===== config.mk =====
export PLATFORM = sky130hd
export DESIGN_NAME = fall_hint_confirmation_filter_core
export DESIGN_NICKNAME = d
export VERILOG_FILES = /design/src/hdl/fhcf_pkg.sv /design/src/hdl/fhcf_cfg_regs.sv /design/src/hdl/fhcf_step.sv /design/src/hdl/fall_hint_confirmation_filter_core.sv
export SDC_FILE = /design/constraint.sdc
export NUM_CORES = 1
export LEC_CHECK = 0
export ABC_AREA = 1
export CAP_MARGIN = 25
export CORE_UTILIZATION = 52
export DETAILED_ROUTE_END_ITERATION = 16
export DONT_BUFFER_PORTS = 1
export PLACE_DENSITY = 0.67
export SLEW_MARGIN = 20
export SYNTH_ARGS = -nofsm -noshare
export SYNTH_HDL_FRONTEND = slang
export SYNTH_HIERARCHICAL = 1
export SYNTH_SLANG_ARGS = --single-unit
export TNS_END_PERCENT = 30

===== constraint.sdc =====
create_clock -name clk -period 4.43 [get_ports clk]
set_input_delay 0.886 -clock clk [delete_from_list [all_inputs] [get_ports clk]]
set_output_delay 0.886 -clock clk [all_outputs]
set_load 0.03 [all_outputs]

===== src/hdl/fhcf_pkg.sv =====
// Package of the fall hint confirmation filter: payload structs, configuration
// and state structs, register indexes, reason codes and reset values.
// No dependencies.
package fhcf_pkg;

	// Bit of the radar status byte that marks the radar as offline.
	localparam int unsigned OFFLINE_BIT = 0;

	localparam int unsigned CFG_INDEX_W = 3;
	localparam int unsigned CFG_DATA_W  = 32;

	// Configuration register indexes.
	localparam logic [CFG_INDEX_W-1:0] REG_ACTIVE_THRESHOLD       = 3'd0;
	localparam logic [CFG_INDEX_W-1:0] REG_LOW_ACTIVITY_THRESHOLD = 3'd1;
	localparam logic [CFG_INDEX_W-1:0] REG_ACTIVE_CONFIRM_COUNT   = 3'd2;
	localparam logic [CFG_INDEX_W-1:0] REG_FEATURE_CONFIRM_COUNT  = 3'd3;
	localparam logic [CFG_INDEX_W-1:0] REG_ACTIVITY_HOLD_TICKS    = 3'd4;
	localparam logic [CFG_INDEX_W-1:0] REG_ALERT_HOLD_TICKS       = 3'd5;
	localparam logic [CFG_INDEX_W-1:0] REG_OBSERVE_DURATION_MS    = 3'd6;
	localparam logic [CFG_INDEX_W-1:0] REG_FALL_HINT_MASK         = 3'd7;

	// Reset values of the configuration registers.
	localparam logic [7:0]  RST_ACTIVE_THRESHOLD       = 8'd20;
	localparam logic [7:0]  RST_LOW_ACTIVITY_THRESHOLD = 8'd10;
	localparam logic [3:0]  RST_ACTIVE_CONFIRM_COUNT   = 4'd2;
	localparam logic [3:0]  RST_FEATURE_CONFIRM_COUNT  = 4'd2;
	localparam logic [7:0]  RST_ACTIVITY_HOLD_TICKS    = 8'd60;
	localparam logic [7:0]  RST_ALERT_HOLD_TICKS       = 8'd20;
	localparam logic [31:0] RST_OBSERVE_DURATION_MS    = 32'd10000;
	localparam logic [7:0]  RST_FALL_HINT_MASK         = 8'd7;

	// Reason codes of a result.
	localparam logic [2:0] REASON_NONE       = 3'd0;
	localparam logic [2:0] REASON_OFFLINE    = 3'd1;
	localparam logic [2:0] REASON_CONFIRMED  = 3'd2;
	localparam logic [2:0] REASON_CONFIRMING = 3'd3;
	localparam logic [2:0] REASON_NO_ACTIVE  = 3'd4;
	localparam logic [2:0] REASON_LOW_ACT    = 3'd5;

	typedef struct packed {
		logic [7:0]  motion;
		logic [7:0]  status_byte;
		logic [7:0]  fall_hint_bits;
		logic [31:0] static_ms;
	} pkt_t;

	typedef struct packed {
		logic       suspected_fall;
		logic       low_activity_observe;
		logic [2:0] reason_code;
	} res_t;

	typedef struct packed {
		logic [7:0]  active_threshold;
		logic [7:0]  low_activity_threshold;
		logic [3:0]  active_confirm_count;
		logic [3:0]  feature_confirm_count;
		logic [7:0]  activity_hold_ticks;
		logic [7:0]  alert_hold_ticks;
		logic [31:0] observe_duration_ms;
		logic [7:0]  fall_hint_mask;
	} cfg_t;

	typedef struct packed {
		logic [3:0] active_run;
		logic [3:0] hint_run;
		logic [7:0] activity_left;
		logic [7:0] alert_left;
		logic       activity_seen;
	} state_t;

endpackage


===== src/hdl/fhcf_cfg_regs.sv =====
// Configuration register bank of the fall hint confirmation filter.
// Depends on fhcf_pkg.
module fhcf_cfg_regs
	import fhcf_pkg::*;
(
	input  logic                   clk,
	input  logic                   arst_n,
	input  logic                   wr_en,
	input  logic [CFG_INDEX_W-1:0] wr_index,
	input  logic [CFG_DATA_W-1:0]  wr_data,
	output cfg_t                   cfg
);

	cfg_t cfg_q;

	always_ff @(posedge clk or negedge arst_n) begin
		if (!arst_n) begin
			cfg_q.active_threshold       <= RST_ACTIVE_THRESHOLD;
			cfg_q.low_activity_threshold <= RST_LOW_ACTIVITY_THRESHOLD;
			cfg_q.active_confirm_count   <= RST_ACTIVE_CONFIRM_COUNT;
			cfg_q.feature_confirm_count  <= RST_FEATURE_CONFIRM_COUNT;
			cfg_q.activity_hold_ticks    <= RST_ACTIVITY_HOLD_TICKS;
			cfg_q.alert_hold_ticks       <= RST_ALERT_HOLD_TICKS;
			cfg_q.observe_duration_ms    <= RST_OBSERVE_DURATION_MS;
			cfg_q.fall_hint_mask         <= RST_FALL_HINT_MASK;
		end else if (wr_en) begin
			case (wr_index)
				REG_ACTIVE_THRESHOLD:       cfg_q.active_threshold       <= wr_data[7:0];
				REG_LOW_ACTIVITY_THRESHOLD: cfg_q.low_activity_threshold <= wr_data[7:0];
				REG_ACTIVE_CONFIRM_COUNT:   cfg_q.active_confirm_count   <= wr_data[3:0];
				REG_FEATURE_CONFIRM_COUNT:  cfg_q.feature_confirm_count  <= wr_data[3:0];
				REG_ACTIVITY_HOLD_TICKS:    cfg_q.activity_hold_ticks    <= wr_data[7:0];
				REG_ALERT_HOLD_TICKS:       cfg_q.alert_hold_ticks       <= wr_data[7:0];
				REG_OBSERVE_DURATION_MS:    cfg_q.observe_duration_ms    <= wr_data[31:0];
				REG_FALL_HINT_MASK:         cfg_q.fall_hint_mask         <= wr_data[7:0];
				default: ;
			endcase
		end
	end

	assign cfg = cfg_q;

endmodule


===== src/hdl/fhcf_step.sv =====
// Per-packet update of the fall hint confirmation filter: next state and
// result from the current state, one packet and the configuration.
// Depends on fhcf_pkg.
module fhcf_step
	import fhcf_pkg::*;
(
	input  pkt_t   pkt,
	input  cfg_t   cfg,
	input  state_t st,
	output state_t st_next,
	output res_t   res
);

	logic       offline;
	logic       active;
	logic       hint;
	logic [3:0] active_run_inc;
	logic [3:0] hint_run_inc;
	logic [3:0] active_run_n;
	logic [3:0] hint_run_n;
	logic [7:0] activity_left_n;
	logic       activity_seen_n;
	logic [7:0] alert_load;
	logic       low_observe;

	always_comb begin
		offline = pkt.status_byte[OFFLINE_BIT];
		active  = pkt.motion > cfg.active_threshold;
		hint    = |(pkt.fall_hint_bits & cfg.fall_hint_mask);

		// Run counters saturate at their confirm count.
		active_run_inc = (st.active_run < cfg.active_confirm_count) ?
			st.active_run + 4'd1 : st.active_run;
		hint_run_inc = (st.hint_run < cfg.feature_confirm_count) ?
			st.hint_run + 4'd1 : st.hint_run;

		if (active) begin
			active_run_n    = active_run_inc;
			activity_seen_n = st.activity_seen | (active_run_inc >= cfg.active_confirm_count);
			activity_left_n = cfg.activity_hold_ticks;
		end else begin
			active_run_n    = 4'd0;
			activity_seen_n = st.activity_seen;
			activity_left_n = (st.activity_left != 8'd0) ?
				st.activity_left - 8'd1 : st.activity_left;
		end

		hint_run_n = (hint && activity_left_n != 8'd0) ? hint_run_inc : 4'd0;

		alert_load = (hint_run_n >= cfg.feature_confirm_count) ?
			cfg.alert_hold_ticks : st.alert_left;

		low_observe = activity_seen_n &&
			(pkt.motion <= cfg.low_activity_threshold) &&
			(pkt.static_ms >= cfg.observe_duration_ms);

		st_next.active_run    = active_run_n;
		st_next.hint_run      = hint_run_n;
		st_next.activity_left = activity_left_n;
		st_next.activity_seen = activity_seen_n;
		st_next.alert_left    = alert_load;
		res = '{suspected_fall: 1'b0, low_activity_observe: 1'b0, reason_code: REASON_NONE};

		if (offline) begin
			st_next = '0;
			res.reason_code = REASON_OFFLINE;
		end else if (alert_load != 8'd0) begin
			st_next.alert_left = alert_load - 8'd1;
			res.suspected_fall = 1'b1;
			res.reason_code    = REASON_CONFIRMED;
		end else if (hint) begin
			res.reason_code = (activity_left_n != 8'd0) ? REASON_CONFIRMING : REASON_NO_ACTIVE;
		end else if (low_observe) begin
			res.low_activity_observe = 1'b1;
			res.reason_code          = REASON_LOW_ACT;
		end
	end

endmodule


===== src/hdl/fall_hint_confirmation_filter_core.sv =====
// Top level of the fall hint confirmation filter: input register, step logic,
// state and result register. Depends on fhcf_pkg, fhcf_cfg_regs, fhcf_step.

// The filter takes one radar packet per clock while res is not stalled and
// returns exactly one result per packet, in order. A packet transfer on the pkt
// channel lands in an input register; the step logic works out the result and
// the new filter state from that packet, and both are registered together when
// the packet moves on, after which the result is offered on the res channel.
// Without back-pressure the sustained rate is one packet per cycle, set by the
// loop from the state registers through the step logic back to the state
// registers. The input register only moves on while the result register is
// empty or its result is being transferred, so back-pressure on res holds at
// most one result and one packet inside the block. Configuration writes on the
// cfg channel are always taken, one per cycle; they should be made while no
// packet is in flight. A radar-offline packet clears the filter state but
// leaves the configuration registers as they are.
module fall_hint_confirmation_filter_core
	import fhcf_pkg::*;
(
	input  logic                   clk,
	input  logic                   arst_n,
	// Packet channel.
	input  logic                   pkt_valid,
	output logic                   pkt_ready,
	input  pkt_t                   pkt,
	// Result channel.
	output logic                   res_valid,
	input  logic                   res_ready,
	output res_t                   res,
	// Configuration write channel.
	input  logic                   cfg_valid,
	output logic                   cfg_ready,
	input  logic [CFG_INDEX_W-1:0] cfg_index,
	input  logic [CFG_DATA_W-1:0]  cfg_data
);

	cfg_t   cfg;
	pkt_t   pkt_s1;
	logic   pkt_valid_s1;
	state_t st_q;
	state_t st_next;
	res_t   res_comb;
	res_t   res_s2;
	logic   res_valid_s2;
	logic   advance;

	// The register bank accepts a write in every cycle.
	assign cfg_ready = 1'b1;

	fhcf_cfg_regs u_cfg_regs (
		.clk      (clk),
		.arst_n   (arst_n),
		.wr_en    (cfg_valid),
		.wr_index (cfg_index),
		.wr_data  (cfg_data),
		.cfg      (cfg)
	);

	// A packet in the input register moves on when the result register is
	// free or its result is being transferred in this cycle.
	assign advance   = pkt_valid_s1 && (!res_valid_s2 || res_ready);
	assign pkt_ready = !pkt_valid_s1 || advance;

	always_ff @(posedge clk or negedge arst_n) begin
		if (!arst_n) begin
			pkt_valid_s1 <= 1'b0;
		end else if (pkt_ready) begin
			pkt_valid_s1 <= pkt_valid;
		end
	end

	always_ff @(posedge clk) begin
		if (pkt_valid && pkt_ready) begin
			pkt_s1 <= pkt;
		end
	end

	fhcf_step u_step (
		.pkt     (pkt_s1),
		.cfg     (cfg),
		.st      (st_q),
		.st_next (st_next),
		.res     (res_comb)
	);

	// The filter state only changes when a packet's result is registered.
	always_ff @(posedge clk or negedge arst_n) begin
		if (!arst_n) begin
			st_q <= '0;
		end else if (advance) begin
			st_q <= st_next;
		end
	end

	always_ff @(posedge clk or negedge arst_n) begin
		if (!arst_n) begin
			res_valid_s2 <= 1'b0;
		end else if (advance) begin
			res_valid_s2 <= 1'b1;
		end else if (res_ready) begin
			res_valid_s2 <= 1'b0;
		end
	end

	always_ff @(posedge clk) begin
		if (advance) begin
			res_s2 <= res_comb;
		end
	end

	assign res_valid = res_valid_s2;
	assign res       = res_s2;

endmodule


==> results.yml, run 1 <==
outcome:
  status: "completed"
setup_path:
  worst_setup_path_start_kind: "flop"
  cp-startpoint: "u_cfg_regs/cfg[74]"
  critPathMostFrequentCell: "nand2_1"
  crit_type: "flop to flop"
  slowest_stage: "dfstp_2"
  endpoint_kind: "flop"
  critPathRequiredTime_ns: 4.80
  crit_family: "simple AND/OR/NAND/NOR gates"
  cp_max_fo: 7
  arrival_ns: 4.36
  max_stage_delay_ns: 0.53
  worstReg2RegStart: "u_cfg_regs/cfg[74]"
  crit_buf_inv: 6
timing:
  period_needed_ns: 3.99
  hold_viol_final: 0
  tns_ns: 0
  worst_slew_pin_slew_ns: 1.00
  fin_ws_ns: 0.444
  slew_headroom: 0.330
  setup_viol: 0
  rsz0062_at_grt: "no"
  slew_violations: 0
  period_share: 0.900
  fmax_mhz: 251
  fin_skew_ns: 0.0152
global_route:
  antenna_found_initial: 1
  grt_max_degree: 108
  grt.overflow.total: 0
  grt_pass1_wl_um: 29300
  grt_pass1_vias: 6067
  gr-usage-all-layers: 0.216
cells_and_area:
  nets: 1173
  antennaDiodeCount: 0
  drive_gt1_frac: 0.120
  final_cells: 1244
  area_delta_synth_final_pct: 8.41
place:
  hpwl_um: 12100
  io_buffer_count: 0
  place_ws_ns: 0.298
  gp_congestion: 0.811
  dp_cells: 1211
routing:
  num_vias: 6242
  routed_via_density: 5.02
  drtIter0Drc: 311
  routedWlPerCell_um: 14.1
  postRouteWirelength_um: 17500
  firstDrtPassIters: 6
  postRouteAntennaNets: 0
  drc: 0
clock_network:
  clock_path_buffers: 2
  clock_sinks: 161
  hold_buffers: 0
  clock_latency_ns: 0.44
  h-tree-depth: 4
  cts_root_buf: "clkbuf_16"
  cts_tree: "done"
  numCtsBuffers: 17
  cts.clk_slew.worst_paths_ns: 0.07
power:
  power.internal_mw: 3.29
  p_clk_frac: 0.280
  p_leak_nw: 4.82
  switching_power_mw: 1.94
  combPwrFrac: 0.333
  powerDensity_mw_per_mm2: 552
  power_frac_seq: 0.387
  peakVddDrop_v: 0.000329
  netSwitchingFraction: 0.371
die:
  initial_utilization: 0.529
  die_w_um: 132
  placementRows: 47
  die_y_um: 132
  die_area_mm2: 0.0173
  core_area_mm2: 0.0165
  pin_count: 104
worst_hold_path:
  hold_path_class: "input pin to asynchronous set/reset pin"
logic_synthesis:
  yosysWarnings: 6
  avgSynthCellArea_um2: 8.64
  synthesis.nets: 1174
  synth_area_mm2: 0.00875
  netlist_instances: 1012
run:
  maxCapViolCount: 0
-- per-stage QoR --
stage               cell area (um^2)  total power [mW]  hold slack, ns  utilization
detailed placement              8850              3.77           0.453        0.536
finish                          9480              5.24           0.141        0.574
global placement                8850              3.73           0.451        0.536
global route                    9480              5.63           0.127        0.574
CTS                             9450              5.26           0.122        0.572
floorplan                       8750              3.48           0.433            -
-- power by group through the flow --
| stage | sequential, mW | clock [mW] | combinational [mW] |
|---|---|---|---|
| 2_1_floorplan | 2.00 | 0 | 1.48 |
| 3_3_place_gp | 2.05 | 0 | 1.67 |
| 3_5_place_dp | 2.06 | 0 | 1.71 |
| 4_1_cts | 2.03 | 1.50 | 1.73 |
| 5_1_grt | 2.06 | 1.55 | 2.02 |
| 6_report | 2.03 | 1.47 | 1.74 |
-- registers in the layout, indices dropped and copies added, names as in the netlist --
name / cells
u_cfg_regs/cfg: 80
pkt_s1: 49
st_q: 25
res: 5
pkt_valid_s1: 1
res_valid: 1
-- area by class of cell --
class / instances / area [um^2]
tap: 220 / 275
fill: 1477 / 7040
sequential: 161 / 4320
timing repair buffer: 7 / 56.3
clock buffer: 17 / 425
inverter: 127 / 477
multi-input combinational: 697 / 3760
clock inverter: 15 / 165
-- layout by cell type, fill, tap and decap left out, types with 3 or more instances in the layout --
cell type  count
buf_4          6
dfstp_2       20
o21ai_1        6
o21ai_0       11
dfrtp_1       87
nand2_4        5
nor2_1        42
nor2_4         5
xor2_1         9
clkbuf_16     17
ha_1          66
a21oi_1       32
inv_1        119
nand3_1       71
clkinv_4       3
nor2_2        12
inv_2          8
nand2_2       20
nand2_1      372
nand3b_1       8
edfxtp_1      54
o21ai_2        4
inv_8          3
nand4_1       10
inv_6          5
-- worst paths after layout --
| kind | end | slack [ns] | cells past startpoint |
|---|---|---|---|
| max | st_q[2] | 0.44 | 32 |
| min | u_cfg_regs/cfg[20] | 0.14 | 0 |
| max reg2reg | st_q[2] | 0.44 | 32 |
| min reg2reg | u_cfg_regs/cfg[67] | 0.46 | 2 |
| max in group asynchronous | u_cfg_regs/cfg[42] | 4.07 | 0 |
| min in group clk | u_cfg_regs/cfg[67] | 0.46 | 2 |
-- layer usage --
layer / vias to the layer above / global-route usage / routed length (um)
met4: 2 / 0.0536 / 170
met2: 116 / 0.367 / 8600
met1: 2884 / 0.267 / 7870
li1: 3221 / - / -
met3: 19 / 0.0667 / 883
met5: - / 0 / 13
-- timing repair --
item	in CTS	in global routing
setup endpoints to repair	0	4
buffers inserted	0	0
hold endpoints to repair	0	0
resized for setup	0	7
Note: power is estimated with default switching activity, not from simulation.
==> run 2, diff against run 1 <==
--- a/config.mk
+++ b/config.mk
@@ -10,10 +10,10 @@
 export CORE_UTILIZATION = 52
 export DETAILED_ROUTE_END_ITERATION = 16
 export DONT_BUFFER_PORTS = 1
+export GPL_ROUTABILITY_DRIVEN = 0
 export PLACE_DENSITY = 0.67
 export SLEW_MARGIN = 20
 export SYNTH_ARGS = -nofsm -noshare
 export SYNTH_HDL_FRONTEND = slang
-export SYNTH_HIERARCHICAL = 1
 export SYNTH_SLANG_ARGS = --single-unit
 export TNS_END_PERCENT = 30
==> run 2 against run 1 <==
Compared with the run above:
- flip-flop and latch count unchanged
- die area decreased by 7.6%
- count of clock-buffer cells in the layout rose by 1
- critical path depth fell by 5
- worst hold slack gained 0.016 ns
- final cell count down 14%
- via count down 8.9%
- non-clock buffer count fell by 4
- setup slack got worse by 0.033 ns
- area after synthesis fell by 7.7%
- core utilization is 1.2 points higher
- wire length shrank 8.2%
- critical path type unchanged
- highest routed layer is now met4
==> results.yml, run 2 <==
timing:
  period_needed_ns: 4.02
  setup_viol: 0
  slew_headroom: 0.499
  slew_violations: 0
  period_share: 0.907
  fin_skew_ns: 0.00668
  worst_slew_pin_slew_ns: 0.751
  rsz0062_at_grt: "no"
  hold_viol_final: 0
  fin_ws_ns: 0.411
  fmax_mhz: 249
  tns_ns: 0
place:
  dp_cells: 1038
  hpwl_um: 11600
  io_buffer_count: 0
  place_ws_ns: 0.213
clock_network:
  h-tree-depth: 4
  cts.clk_slew.worst_paths_ns: 0.06
  clock_latency_ns: 0.42
  clock_path_buffers: 2
  clock_sinks: 161
  cts_root_buf: "clkbuf_16"
  numCtsBuffers: 17
  cts_tree: "done"
  hold_buffers: 0
power:
  powerDensity_mw_per_mm2: 625
  power.total_mw: 5.57
  p_leak_nw: 4.28
  peakVddDrop_v: 0.000344
cells_and_area:
  final_cells: 1071
  area_delta_synth_final_pct: 10.3
  largest_register_ff_count: 80
  drive_gt1_frac: 0.105
  finish.utilization: 0.586
  final_cell_mix: "176 x nand2_1, 125 x inv_1, 87 x dfrtp_1"
  nets: 1031
  final_common_cell: "nand2_1"
  antennaDiodeCount: 0
routing:
  num_vias: 5686
  postRouteAntennaNets: 0
  firstDrtPassIters: 4
  drtIter0Drc: 329
  routed.top_layer: "met4"
  routed_via_density: 5.31
  met2_length_um: 7840
  met3_length_um: 867
  routedWlPerCell_um: 15.0
  drc: 0
  m1WireLength_um: 7090
  postRouteWirelength_um: 16100
setup_path:
  slowest_stage: "dfstp_2"
  worst_setup_path_start_kind: "flop"
  max_stage_delay_ns: 0.53
  crit_type: "flop to flop"
  critPathMostFrequentCell: "nand2_1"
  cp_max_fo: 9
  endpoint_kind: "flop"
  arrival_ns: 4.31
  critPathRequiredTime_ns: 4.72
global_route:
  grt_pass1_vias: 5623
  antenna_found_initial: 1
  grt.overflow.total: 0
  gr-usage-all-layers: 0.216
  grt_max_degree: 108
  grt_pass1_wl_um: 26700
die:
  placementRows: 45
  initial_utilization: 0.531
  die_w_um: 127
  core_area_mm2: 0.0152
  die_y_um: 127
  pin_count: 104
  die_area_mm2: 0.0160
logic_synthesis:
  synth_top_area_frac: 0.270
  yosysSeqAreaShare: 0.536
  netlist_instances: 862
  avgSynthCellArea_um2: 9.37
  synth_edf_count: 54
  yosysWarnings: 0
  synthFlopType: "dfrtp_1"
  synthArstFlopShare: 0.665
  yosysUniqueCellTypes: 41
  synthTopCellsByArea: "dfrtp_1 27%, edfxtp_1 20%, ha_1 10%, nand2_1 8.2%, dfstp_2 6.5%"
  synth_most_common_cell: "nand2_1"
  synth_top_area_cell: "dfrtp_1"
  ys_ff_latch: 161
  synthesis.nets: 1023
  synth_area_mm2: 0.00807
  synth_commonest_cells: "177 x nand2_1, 126 x inv_1, 87 x dfrtp_1"
run:
  maxCapViolCount: 0
worst_hold_path:
  hold_path_class: "input pin to asynchronous set/reset pin"
outcome:
  status: "completed"
run 2: final timing paths:
check | startpoint | end | slack (ns) | cells after the start
setup / recovery | u_cfg_regs.cfg[76] | res[0] | 0.41 | 27
hold / removal | arst_n | st_q[23] | 0.16 | 0
setup reg to reg | u_cfg_regs.cfg[76] | res[0] | 0.41 | 27
hold reg to reg | u_cfg_regs.cfg[21] | u_cfg_regs.cfg[21] | 0.48 | 2
max in group asynchronous | arst_n | u_cfg_regs.cfg[21] | 4.01 | 0
min in group clk | u_cfg_regs.cfg[21] | u_cfg_regs.cfg[21] | 0.48 | 2
run 2: worst max-delay path, delay by kind of cell (launching register included):
family / cells / cell delay [ns]
AND/OR/NAND/NOR: 22 / 2.53
flip-flops: 1 / 0.53
adder cells (fa/ha/maj): 2 / 0.59
buffers and inverters: 3 / 0.19
run 2: cell families (layout without fill, tap and decap cells):
group | Yosys count | after routing | synth area share
buffers and inverters | 144 | 164 | 0.0685
other | 1 | 1 | 0.000465
DFF | 161 | 161 | 0.536
and+or+nand+nor | 329 | 330 | 0.184
AOI/OAI and AO/OA | 153 | 153 | 0.101
xor gates and xnor gates | 9 | 9 | 0.00976
adders and majority gates | 65 | 65 | 0.101
run 2: metal layers:
metal,vias up,global-route usage
met5,-,0
met4,0,0.0858
met3,24,0.0523
met2,130,0.360
met1,2674,0.273
li1,2858,-
run 2: per-stage QoR:
step	hold slack (ns)	area [um^2]
floorplan	0.444	8070
global placement	0.461	8250
detailed placement	0.472	8300
CTS	0.143	8850
global route	0.144	8900
finish	0.158	8900
run 2: timing repair:
item / in CTS / in global routing
gates resized for setup: 0 / 7
setup buffers: 0 / 0
endpoints found under the hold margin: 0 / 0
setup endpoints to repair: 0 / 13
run 2: power breakdown:
group          total (mW)  leakage, nW  switching, mW  internal, mW
Clock                1.37        0.264          0.585         0.783
Combinational        2.20         2.22           1.41         0.794
Sequential           2.00         1.80          0.163          1.84
Total                5.57         4.28           2.16          3.41
run 2: cell type report:
| cell class | instances | area [um^2] |
|---|---|---|
| inverter | 129 | 485 |
| sequential | 161 | 4320 |
| multi-input combinational | 558 | 3250 |
| clock inverter | 14 | 118 |
| tap | 188 | 235 |
| fill | 1299 | 6300 |
| timing repair buffer | 3 | 55.1 |
| clock buffer | 18 | 439 |
==> run 3, diff against run 2 <==
--- a/config.mk
+++ b/config.mk
@@ -11,7 +11,9 @@
 export DETAILED_ROUTE_END_ITERATION = 16
 export DONT_BUFFER_PORTS = 1
 export GPL_ROUTABILITY_DRIVEN = 0
+export MAX_ROUTING_LAYER = met4
 export PLACE_DENSITY = 0.67
+export RECOVER_POWER = 50
 export SLEW_MARGIN = 20
 export SYNTH_ARGS = -nofsm -noshare
 export SYNTH_HDL_FRONTEND = slang
==> run 3 against run 2 <==
Compared with the run above:
- critical path type unchanged
- sequential power about the same
- largest cell class unchanged
- largest power group unchanged
- non-clock buffer count unchanged
- setup slack improved by 0.019 ns
- count of clock-buffer cells in the layout unchanged
==> results.yml, run 3 (synthesized netlist as in run 2, its figures left out) <==
outcome:
  status: "completed"
cells_and_area:
  nFillCells: 1300
  largest_register_ff_count: 80
  final_area_mm2: 0.00890
  area_delta_synth_final_pct: 10.3
  nets: 1031
  drive_gt1_frac: 0.104
  final_common_cell: "nand2_1"
  final_cell_mix: "176 x nand2_1, 125 x inv_1, 87 x dfrtp_1"
setup_path:
  cp_max_fo: 9
  r2r_setup_slack_ns: 0.43
  worst_setup_path_start_kind: "flop"
  endpoint_kind: "flop"
  worstReg2RegStart: "u_cfg_regs.cfg[76]"
  slowest_stage: "dfstp_2"
  max_stage_delay_ns: 0.53
  critPathRequiredTime_ns: 4.72
  rr_worst_depth: 27
  arrival_ns: 4.29
  crit_family: "simple AND/OR/NAND/NOR gates"
  crit_buf_inv: 3
  r2r_end: "res[0]"
  crit_type: "flop to flop"
  critPathMostFrequentCell: "nand2_1"
routing:
  postRouteAntennaNets: 0
  firstDrtPassIters: 4
  routed_via_density: 5.31
  num_vias: 5693
  drtIter0Drc: 388
  postRouteWirelength_um: 16100
  drc: 0
  routedWlPerCell_um: 15.1
die:
  die_y_um: 127
  die_w_um: 127
  die_area_mm2: 0.0160
  core_area_mm2: 0.0152
  initial_utilization: 0.531
  pin_count: 104
  placementRows: 45
power:
  power.total_mw: 5.57
  p_leak_nw: 4.28
  powerDensity_mw_per_mm2: 625
  peakVddDrop_v: 0.000343
timing:
  worst_hold_slack_ns: 0.157
  fin_skew_ns: 0.00669
  setup_viol: 0
  rsz0062_at_grt: "no"
  period_share: 0.903
  slew_violations: 0
  hold_viol_final: 0
  tns_ns: 0
  worst_slew_pin_slew_ns: 0.759
  fmax_mhz: 250
  slew_headroom: 0.493
  period_needed_ns: 4.00
global_route:
  grt.overflow.total: 0
  gr-usage-all-layers: 0.223
  grt_pass1_vias: 5636
  antenna_found_initial: 1
  grt_pass1_wl_um: 26700
  grt_max_degree: 108
clock_network:
  cts_root_buf: "clkbuf_16"
  clock_sinks: 161
  clock_latency_ns: 0.42
  clock_path_buffers: 2
  cts.clk_slew.worst_paths_ns: 0.06
  cts_tree: "done"
  numCtsBuffers: 17
  cts_setup_buffers: 0
  h-tree-depth: 4
worst_hold_path:
  hold_path_class: "input pin to asynchronous set/reset pin"
place:
  hpwl_um: 11600
  io_buffer_count: 0
  placed_area_mm2: 0.00830
run:
  maxCapViolCount: 0
[run 3: worst max-delay path by stage]
| stage | from | endpoint | slack [ns] | cells past startpoint |
|---|---|---|---|---|
| after floorplan | u_cfg_regs.cfg[76] | res[0] | 0.91 | 24 |
| after global placement | u_cfg_regs.cfg[76] | res[0] | 0.29 | 25 |
| after detailed placement | u_cfg_regs.cfg[76] | res[2] | 0.21 | 25 |
| after CTS | u_cfg_regs.cfg[76] | res[0] | 0.19 | 25 |
| after global routing | u_cfg_regs.cfg[74] | res[2] | 0.03 | 29 |
| final | u_cfg_regs.cfg[76] | res[0] | 0.43 | 27 |
[run 3: through the flow]
stage,util,setup WS [ns],std cells
6_report,0.586,0.430,1072
5_1_grt,0.586,0.0298,1072
4_1_cts,0.582,0.186,1070
3_5_place_dp,0.546,0.213,1038
3_3_place_gp,0.543,0.288,1036
2_1_floorplan,-,0.909,862
[run 3: power breakdown]
part | internal, mW | total, mW | switching (mW)
Sequential | 1.84 | 2.00 | 0.162
Combinational | 0.794 | 2.20 | 1.41
Clock | 0.782 | 1.36 | 0.582
Total | 3.41 | 5.57 | 2.15
[run 3: area by class of cell]
cell class,count,area (um^2),share of cell area
Multi-Input combinational cell,558,3250,0.365
Sequential cell,161,4320,0.486
Inverter,129,485,0.0545
Antenna cell,1,2.50,0.000281
Clock buffer,18,439,0.0493
Clock inverter,14,118,0.0132
Tap cell,188,235,0.0264
Timing Repair Buffer,3,51.3,0.00576
[run 3: per-layer routing]
metal	routed length [um]	part of all wire	global-route usage
met5	0	0	-
met4	298	0.018	0.0858
met3	996	0.062	0.0485
met2	7840	0.49	0.361
met1	7010	0.43	0.274
[run 3: repair_timing]
action,in CTS,in global routing
hold buffers,0,0
endpoints found under the setup margin,0,13
gates resized for setup,0,7
